## src/hw/rtl/assert_macros.svh

```systemverilog
// Assertion macros shared by the luma shade quantizer RTL.
// No dependencies; include with the bare file name.
`ifndef ASSERT_MACROS_SVH
`define ASSERT_MACROS_SVH

// Condition must hold in the same cycle as the antecedent.
`define ASSERT_IMPLIES(label, clk, rst, ante, cons) \
   label: assert property (@(posedge clk) disable iff (rst) (ante) |-> (cons)) \
      else $error("assertion failed");

// Condition must hold in the cycle after the antecedent.
`define ASSERT_NEXT(label, clk, rst, ante, cons) \
   label: assert property (@(posedge clk) disable iff (rst) (ante) |=> (cons)) \
      else $error("assertion failed");

`endif

```

## src/hw/rtl/blsq_pkg.sv

```systemverilog
// Types and constants of the luma shade quantizer.
// No dependencies; imported by every module of the block.
package blsq_pkg;

   // Field widths
   localparam int COORD_W  = 14;
   localparam int CHAN_W   = 8;
   localparam int CELL_W   = 8;
   localparam int SHADE_W  = 9;
   localparam int BS_W     = 7;
   localparam int CNT_W    = 9;
   localparam int BSQ_W    = 2 * BS_W;
   localparam int LUMA_W   = 24;
   localparam int SUM_W    = 36;
   localparam int AVG_W    = 8;
   localparam int PROD_W   = AVG_W + CNT_W;
   localparam int FRAC_W   = 16;

   // Luma weights in Q16, summing to 65536
   localparam logic [LUMA_W-1:0] W_FIRST  = 24'd19595;
   localparam logic [LUMA_W-1:0] W_SECOND = 24'd38470;
   localparam logic [LUMA_W-1:0] W_THIRD  = 24'd7471;

   localparam int MAX_BLOCK      = 64;
   localparam int CELLS_HIGH_MAX = 256;
   localparam int AVG_MAX        = 255;

   // x / 255 as (x * RCP_255) >> RCP_SHIFT, exact for x below 132626
   localparam int RCP_W     = 18;
   localparam int RCP_SHIFT = 25;
   localparam logic [RCP_W-1:0] RCP_255 = 18'd131587;
   localparam int SCL_W     = PROD_W + RCP_W;

   // Shared iterative divider
   localparam int DIV_N_W   = SUM_W - FRAC_W;
   localparam int DIV_D_W   = BSQ_W;
   localparam int DIV_STEPS = DIV_N_W;
   localparam int STEP_W    = $clog2(DIV_STEPS);

   // Configuration port
   localparam int CSR_IDX_W  = 2;
   localparam int CSR_DATA_W = 9;

   typedef enum logic [CSR_IDX_W-1:0] {
      CSR_BLOCK_SIZE  = 2'd0,
      CSR_CELLS_WIDE  = 2'd1,
      CSR_CELLS_HIGH  = 2'd2,
      CSR_SHADE_COUNT = 2'd3
   } csr_index_type;

   localparam logic [BS_W-1:0]  BLOCK_SIZE_RST  = 7'd8;
   localparam logic [CNT_W-1:0] CELLS_WIDE_RST  = 9'd80;
   localparam logic [CNT_W-1:0] CELLS_HIGH_RST  = 9'd60;
   localparam logic [CNT_W-1:0] SHADE_COUNT_RST = 9'd10;

   typedef struct packed {
      logic [COORD_W-1:0] pixel_col;
      logic [COORD_W-1:0] pixel_row;
      logic [CHAN_W-1:0]  chan_first;
      logic [CHAN_W-1:0]  chan_second;
      logic [CHAN_W-1:0]  chan_third;
   } req_type;

   typedef struct packed {
      logic [CELL_W-1:0]  cell_col;
      logic [CELL_W-1:0]  cell_row;
      logic [SHADE_W-1:0] shade;
      logic               frame_done;
   } rsp_type;

   typedef enum logic [1:0] {
      DIV_SEL_COL = 2'd0,
      DIV_SEL_ROW = 2'd1,
      DIV_SEL_AVG = 2'd2
   } div_sel_type;

   typedef enum logic [3:0] {
      ST_CLEAR,
      ST_IDLE,
      ST_COL_START,
      ST_COL_WAIT,
      ST_ROW_START,
      ST_ROW_WAIT,
      ST_CHECK,
      ST_ACCUM,
      ST_AVG_START,
      ST_AVG_WAIT,
      ST_SCALE_MUL,
      ST_SCALE_RCP,
      ST_EMIT
   } state_type;

   typedef struct packed {
      logic        load_req;
      logic        div_start;
      div_sel_type div_sel;
      logic        cap_col;
      logic        cap_row;
      logic        cap_avg;
      logic        mem_rd;
      logic        mem_wr;
      logic        clr_wr;
      logic        scale_mul;
      logic        scale_rcp;
      logic        rsp_load;
   } cmd_type;

   typedef struct packed {
      logic div_done;
      logic outside;
      logic corner;
      logic rsp_free;
      logic clr_last;
   } status_type;

endpackage

```

## src/hw/rtl/blsq_ctrl.sv

```systemverilog
// Sequencer of the luma shade quantizer: one request at a time.
// Depends on blsq_pkg and assert_macros.svh.
`include "assert_macros.svh"

module blsq_ctrl (
   input  logic                 clock,
   input  logic                 reset,
   input  logic                 req_valid,
   output logic                 req_ready,
   input  blsq_pkg::status_type status,
   output blsq_pkg::cmd_type    cmd
);
   import blsq_pkg::*;

   state_type state_ff, state_in;

   always_ff @(posedge clock) begin
      if (reset) begin
         state_ff <= ST_CLEAR;
      end else begin
         state_ff <= state_in;
      end
   end

   always_comb begin
      state_in  = state_ff;
      cmd       = '0;
      cmd.div_sel = DIV_SEL_COL;
      req_ready = 1'b0;
      unique case (state_ff)
         ST_CLEAR: begin
            cmd.clr_wr = 1'b1;
            if (status.clr_last) begin
               state_in = ST_IDLE;
            end
         end
         ST_IDLE: begin
            req_ready = 1'b1;
            if (req_valid) begin
               cmd.load_req = 1'b1;
               state_in     = ST_COL_START;
            end
         end
         ST_COL_START: begin
            cmd.div_start = 1'b1;
            cmd.div_sel   = DIV_SEL_COL;
            state_in      = ST_COL_WAIT;
         end
         ST_COL_WAIT: begin
            if (status.div_done) begin
               cmd.cap_col = 1'b1;
               state_in    = ST_ROW_START;
            end
         end
         ST_ROW_START: begin
            cmd.div_start = 1'b1;
            cmd.div_sel   = DIV_SEL_ROW;
            state_in      = ST_ROW_WAIT;
         end
         ST_ROW_WAIT: begin
            if (status.div_done) begin
               cmd.cap_row = 1'b1;
               state_in    = ST_CHECK;
            end
         end
         ST_CHECK: begin
            if (status.outside) begin
               state_in = ST_IDLE;
            end else begin
               cmd.mem_rd = 1'b1;
               state_in   = ST_ACCUM;
            end
         end
         ST_ACCUM: begin
            cmd.mem_wr = 1'b1;
            state_in   = status.corner ? ST_AVG_START : ST_IDLE;
         end
         ST_AVG_START: begin
            cmd.div_start = 1'b1;
            cmd.div_sel   = DIV_SEL_AVG;
            state_in      = ST_AVG_WAIT;
         end
         ST_AVG_WAIT: begin
            if (status.div_done) begin
               cmd.cap_avg = 1'b1;
               state_in    = ST_SCALE_MUL;
            end
         end
         ST_SCALE_MUL: begin
            cmd.scale_mul = 1'b1;
            state_in      = ST_SCALE_RCP;
         end
         ST_SCALE_RCP: begin
            cmd.scale_rcp = 1'b1;
            state_in      = ST_EMIT;
         end
         ST_EMIT: begin
            if (status.rsp_free) begin
               cmd.rsp_load = 1'b1;
               state_in     = ST_IDLE;
            end
         end
         default: begin
            state_in = ST_IDLE;
         end
      endcase
   end

   // the divider only finishes while the sequencer waits for it
   `ASSERT_IMPLIES(a_done_in_wait, clock, reset, status.div_done,
      (state_ff == ST_COL_WAIT || state_ff == ST_ROW_WAIT || state_ff == ST_AVG_WAIT))

endmodule

```

## config.mk

```make
export PLATFORM = sky130hd
export DESIGN_NAME = blsq_ctrl
export DESIGN_NICKNAME = d
export VERILOG_FILES = /design/src/hw/rtl/blsq_pkg.sv /design/src/hw/rtl/blsq_ctrl.sv
export VERILOG_INCLUDE_DIRS = /design/src /design/src/hw/rtl
export SDC_FILE = /design/constraint.sdc
export NUM_CORES = 1
export LEC_CHECK = 0
export ABC_CLOCK_PERIOD_IN_PS = 3200
export CELL_PAD_IN_SITES_DETAIL_PLACEMENT = 1
export CELL_PAD_IN_SITES_GLOBAL_PLACEMENT = 2
export CORE_MARGIN = 2
export CORE_UTILIZATION = 31
export CTS_CLUSTER_DIAMETER = 30
export DETAILED_ROUTE_END_ITERATION = 8
export DONT_BUFFER_PORTS = 1
export GPL_TIMING_DRIVEN = 0
export MAX_ROUTING_LAYER = met4
export PLACE_DENSITY = 0.81
export SYNTH_ARGS = -nofsm -noshare
export SYNTH_HDL_FRONTEND = slang
export SYNTH_SLANG_ARGS = --single-unit
```

## constraint.sdc

```tcl
create_clock -name clock -period 3.2 [get_ports clock]
set_input_delay 0.48 -clock clock [delete_from_list [all_inputs] [get_ports clock]]
set_output_delay 0.48 -clock clock [all_outputs]
set_load 0.02 [all_outputs]
```

Yosys cells after proc, flatten, opt, wreduce, memory -nomap -nowiden. Cells that the tools add are included.

Logic and storage cells: 46. Register bits: 4. Input port bits: 8. Output and inout bits: 14.

Eq/ne operators: 18. Multiplexer cells: 25. Reductions and logical operators: 2.

Operators by type and width (number): $pmux W4 S13 (1); $mux W4 (7); $eq A4 B4 Y1 const B (5); $eq A4 B3 Y1 const B (4); $mux W1 (15); $ne A2 B2 Y1 const B (6); $pmux W3 S3 (1); $eq A4 B2 Y1 const B (2); $reduce_and A6 Y1 (1); $eq A4 B1 Y1 const B (1); $logic_not A4 Y1 (1); $mux W3 (1).

Logic depth before layout (Yosys ltp). Gate-level depths: netlist (run 1).

Depth after elaboration: 3. Gate-level depth with buffers: 6. Mapped depth without buffers: 5.

Worst setup path after synthesis (run 1). OpenSTA, ideal clock, no wires.

Path kind: reg-to-output. Start: reg state_ff[2]. End: out cmd[12] (netlist name). Required time: 2720 ps. Stages on the path, launching flop included: 5. Arrival time: 1466 ps. Buffers on the path: 2. Slack: 1254 ps. Cell sequence: dfxtp_1 buf_6 clkbuf_1 nor3_1 and2_1.

RTL lines: start: declaration (RTL line blsq_ctrl.sv:15) `state_type state_ff, state_in;`; start signal: assignment (RTL line blsq_ctrl.sv:21) `state_ff <= state_in;`; end: declaration (RTL line blsq_ctrl.sv:11) `output blsq_pkg::cmd_type cmd`.

==> flow_summary.json, run 1 <==
{
  "first_pass_iters": 4,
  "dieHeight_um": 41.7,
  "max-slew-margin-rel_pct": 35.6,
  "synth_edf_count": 0,
  "cp-startpoint": "state_ff[2]$_SDFFE_PP0P_",
  "root_buffer": "clkbuf_4",
  "powerDensity_nw_per_um2": 1130,
  "internal-power_mw": 0.239,
  "drv_cap": 0,
  "reg2reg_depth": 5,
  "tightest_slew_ps": 952,
  "fillers": 182,
  "fmax_mhz": 424,
  "cts_resized": 0,
  "syn_nets": 71,
  "synthTopCellsByArea": "dfxtp_1 (18%), nand2_1 (6.0%), nor2_1 (6.0%)",
  "cts.clk_slew.worst_paths_ps": 40,
  "worstPathArrival_ps": 1880,
  "synth_top_area_share_pct": 18.2,
  "setup_ws_ps": 844,
  "p_leak_nw": 0.175,
  "cts_tree": "done",
  "cts_setup_buffers": 0,
  "grt_overflow": 0,
  "hpwlAfterDp_um": 1060,
  "clock-sinks": 4,
  "grt_usage_pct": 17.5,
  "synth_area_sq_um": 440,
  "hold_path_class": "in2reg",
  "gp_congestion": 0.724,
  "die_w_um": 41.7,
  "placeableCoreArea_sq_um": 1320,
  "clockBufferDepth": 2,
  "critPathMaxFanout": 10,
  "comb_power_share_pct": 70.6,
  "diodes": 0,
  "initial_core_util_pct": 33.4,
  "grt_max_degree": 11,
  "cp-start-kind": "flip-flop",
  "largest_reg_flops": 4,
  "seqPwrFrac_pct": 17.7,
  "post_synth.cell_area_avg_sq_um": 6.99,
  "row_count": 13,
  "yosysWarnings": 0,
  "yosys_most_used_dff": "dfxtp_1",
  "ys_seq_area_share_pct": 18.2,
  "power_frac_clock_pct": 11.7,
  "cts_buffers": 3,
  "end_kind": "output port",
  "antenna_left": 0,
  "r2r-start": "state_ff[1]$_SDFFE_PP0P_",
  "synthCells": 63,
  "die_area_sq_um": 1740,
  "drt-total-wl_um": 1410,
  "finalCritPeriodShare_pct": 73.6,
  "register_area_sq_um": 80.1,
  "insertion_delay_ps": 240,
  "io_pins": 22,
  "critical_path_required_ps": 2720,
  "clock_skew_ps": 2.75,
  "num_vias": 501,
  "routedWlPerCell_um": 17.4,
  "finalNetCount": 76,
  "synth.distinct_cells": 29,
  "whs_path_depth": 1,
  "grt_pass1_vias": 494,
  "route.detailed.drc": 0,
  "syn2layout_area_growth_pct": 9.38,
  "multi_input_area_sq_um": 297,
  "regMostFlops": "state_ff",
  "drt_iter0_markers": 8,
  "critical_path_class": "reg2out",
  "grt_pass1_wl_um": 2300,
  "synth.ff_latch_count": 4,
  "yosysTopAreaCell": "dfxtp_1",
  "irDropWorstVdd_mv": 0.355,
  "io_buffers": 0,
  "ys_async_sr_fraction_pct": 0,
  "holdBufCountCts": 0,
  "status": "finished clean",
  "post_drt_via_cell_ratio": 6.19,
  "final_core_util_pct": 36.6,
  "hold_viol_final": 0,
  "switching_share_pct": 56.2,
  "drv_slew": 0,
  "drive_above_1_share_pct": 19.7,
  "antenna_found_initial": 0,
  "cts_max_level": 1,
  "worstHoldStart": "reset",
  "period_minus_slack_ps": 2360,
  "setup_tns_ps": 0,
  "rsz0062_at_grt": "no",
  "pre_cts_slack_ps": 1100,
  "p_sw_mw": 0.307,
  "reg.largest.list": "state_ff x4",
  "setup_violations": 0,
  "synth.top_cells.by_count": "nand2_1 (7), nor2_1 (7), o21ai_0 (5)"
}
critical path, cell delays in order (launching register included):
cell	delay [ps]
dfxtp_1	300
buf_6	130
clkbuf_1	230
nor3_1	640
and2_1	340
through the flow:
stage	instance area (sq um)	hold slack, ps	instances	total power [mW]
detailed placement	459	576	78	0.483
finish	482	330	81	0.546
floorplan	440	540	63	0.410
global placement	459	566	78	0.472
CTS	482	326	81	0.549
global route	482	337	81	0.592
power by group through the flow:
stage	Clock [mW]	Combinational (mW)	Sequential (mW)
6_report	0.0636	0.385	0.0969
5_1_grt	0.0678	0.423	0.101
4_1_cts	0.0665	0.385	0.0975
3_5_place_dp	0	0.385	0.0983
3_3_place_gp	0	0.375	0.0973
2_1_floorplan	0	0.318	0.0925
routing by layer:
layer | wire length, um | GRT usage [%] | vias to the layer above
li1 | - | - | 239
met1 | 632 | 22.7 | 246
met2 | 698 | 27.2 | 16
met3 | 77 | 6.09 | 0
met4 | 0 | 1.94 | 0
met5 | 0 | - | -
cell type report:
type | count | area share (%)
Sequential cell | 4 | 16.6
Clock buffer | 3 | 4.68
Inverter | 5 | 3.90
Multi-Input combinational cell | 49 | 61.6
Tap cell | 15 | 3.90
Buffer | 5 | 9.35
cells in the final DEF (no fill, tap or decap), types with 2 or more instances in the layout:
master	n
nor3_1	4
nand2b_1	2
dfxtp_1	4
o21ai_0	5
or3_1	2
buf_6	2
a221oi_1	2
nor2_1	7
inv_1	4
nor4_1	4
a21oi_1	3
nand2_1	7
clkbuf_4	3
logic make-up (layout without fill, tap and decap cells):
| logic type | count (synthesis) | count (layout) | synth area share [%] |
|---|---|---|---|
| and+or+nand+nor | 30 | 30 | 34.4 |
| buffers and inverters | 10 | 13 | 14.5 |
| DFF | 4 | 4 | 18.2 |
| xor gates and xnor gates | 1 | 1 | 1.99 |
| AOI/OAI and AO/OA | 18 | 18 | 31.0 |
final timing paths:
| path | endpoint | slack [ps] |
|---|---|---|
| hold / removal | state_ff[0]$_SDFFE_PP0P_ | 330 |
| setup reg to reg | state_ff[3]$_SDFFE_PP0P_ | 1410 |
| setup / recovery | cmd[12] | 840 |
| hold reg to reg | state_ff[2]$_SDFFE_PP0P_ | 600 |
(Power assumes the default switching activity.)
==> inputs of run 2 (changes only) <==
- ABC_CLOCK_PERIOD_IN_PS: 3200 -> 1950
- CORE_UTILIZATION: 31 -> 26
- PLACE_DENSITY: 0.81 -> 0.73
- clock period: 3.2 -> 1.95 ns (I/O delays scaled with it)
==> flow_summary.json, run 2 (synthesis gave the netlist of run 1 again) <==
{
  "reg.largest.list": "state_ff x4",
  "internal-power_mw": 0.405,
  "grt_pass1_vias": 488,
  "num_vias": 495,
  "finalNetCount": 76,
  "instances_no_fill": 82,
  "clockBufferDepth": 2,
  "initial_core_util_pct": 28.6,
  "drv_slew": 0,
  "drt_iter0_markers": 7,
  "pre_cts_slack_ps": 27.6,
  "path_buf_inv": 2,
  "powerDensity_nw_per_um2": 1800,
  "diodes": 0,
  "fmax_mhz": 538,
  "holdBufCountCts": 0,
  "drt-total-wl_um": 1360,
  "hpwlAfterDp_um": 1000,
  "period_minus_slack_ps": 1860,
  "finalCritPeriodShare_pct": 95.4,
  "row_count": 14,
  "drive_above_1_share_pct": 28.8,
  "status": "finished clean",
  "syn2layout_area_growth_pct": 17.6,
  "post_drt_via_cell_ratio": 6.04,
  "critical-path-max-stage-delay_ps": 700,
  "crit_family": "simple AND/OR/NAND/NOR gates",
  "clock_skew_ps": 1.29,
  "route.detailed.drc": 0,
  "worst_path_max_delay_cell": "nor4_1",
  "antenna_found_initial": 0,
  "final_area_sq_um": 518,
  "cts.clk_slew.worst_paths_ps": 40,
  "grt_usage_pct": 15.6,
  "critical_path_class": "reg2out",
  "grt_overflow": 0,
  "io_buffers": 0,
  "first_pass_iters": 4,
  "setup_violations": 0,
  "irDropWorstVdd_mv": 0.437,
  "placeableCoreArea_sq_um": 1540,
  "setup_ws_ps": 90.3,
  "rsz0062_at_grt": "no",
  "cts_buffers": 3,
  "cts_max_level": 1,
  "antenna_left": 0,
  "gp_congestion": 0.731,
  "drv_cap": 0,
  "die_area_sq_um": 2040,
  "cp-start-kind": "flip-flop",
  "tightest_slew_ps": 872,
  "dieHeight_um": 45.2,
  "whs_ps": 138,
  "p_total_mw": 0.933,
  "insertion_delay_ps": 230,
  "placed_cells": 79,
  "path_cells": "buf_6 -> clkbuf_2 -> nor4_1",
  "grt_max_degree": 11,
  "max-slew-margin-rel_pct": 41.3,
  "switching_share_pct": 56.6,
  "critPathMaxFanout": 10,
  "largest_reg_flops": 4,
  "power_frac_clock_pct": 11.1,
  "hold_viol_final": 0,
  "critical_path_required_ps": 1660,
  "clock-sinks": 4,
  "root_buffer": "clkbuf_4",
  "cts_resized": 3,
  "cts_tree": "done",
  "place_area_sq_um": 460,
  "mostFrequentLayoutCells": "nand2_1 (7), nor2_1 (7), o21ai_0 (5), inv_1 (4), dfxtp_1 (4)",
  "hold_path_class": "in2reg",
  "io_pins": 22,
  "p_leak_nw": 0.184,
  "p_sw_mw": 0.528,
  "end_kind": "output port",
  "die_w_um": 45.2,
  "routedWlPerCell_um": 16.6,
  "comb_power_share_pct": 71.7,
  "grt_pass1_wl_um": 2250,
  "cts_setup_buffers": 0,
  "regMostFlops": "state_ff",
  "seqPwrFrac_pct": 17.2,
  "worstPathArrival_ps": 1570
}
## run 2: area by class of cell
type                       instances  area (sq um)
clock buffer                       3          22.5
sequential                         4          80.1
buffer                             5          46.3
fill                             209          1020
multi-input combinational         49           330
tap                               16          20.0
inverter                           5          18.8
## run 2: per-layer routing
metal	routed length, um	up-vias	part of all wire [%]	global-route usage [%]
li1	-	238	-	-
met3	60	0	4.4	2.00
met1	659	244	48	21.4
met4	0	0	0	7.06
met2	645	13	47	22.6
met5	0	-	0	-
## run 2: per-stage QoR
step | utilization, % | TNS, ps
4_1_cts | 32.5 | -166
5_1_grt | 33.6 | 0
3_5_place_dp | 29.9 | 0
2_1_floorplan | - | 0
6_report | 33.6 | 0
3_3_place_gp | 29.9 | 0
## run 2: final timing paths
check | startpoint | endpoint | slack (ps) | cells past startpoint
max | state_ff[2]$_SDFFE_PP0P_ | cmd[3] | 90 | 3
min | reset | state_ff[0]$_SDFFE_PP0P_ | 140 | 1
max reg2reg | state_ff[1]$_SDFFE_PP0P_ | state_ff[3]$_SDFFE_PP0P_ | 200 | 5
min reg2reg | state_ff[2]$_SDFFE_PP0P_ | state_ff[2]$_SDFFE_PP0P_ | 610 | 3
## run 2: worst reg2reg max path, stage by stage, from the launching register on
cell,delay [ps]
dfxtp_1,400
buf_2,290
nand2_1,130
nor2_1,400
a222oi_1,170
a221oi_1,270
## run 2: power by group through the flow
stage          logic (mW)  clock network [mW]  registers [mW]
2_1_floorplan       0.521                   0           0.152
3_3_place_gp        0.622                   0           0.160
3_5_place_dp        0.622                   0           0.163
4_1_cts             0.639               0.106           0.161
5_1_grt             0.735               0.111           0.167
6_report            0.670               0.104           0.160
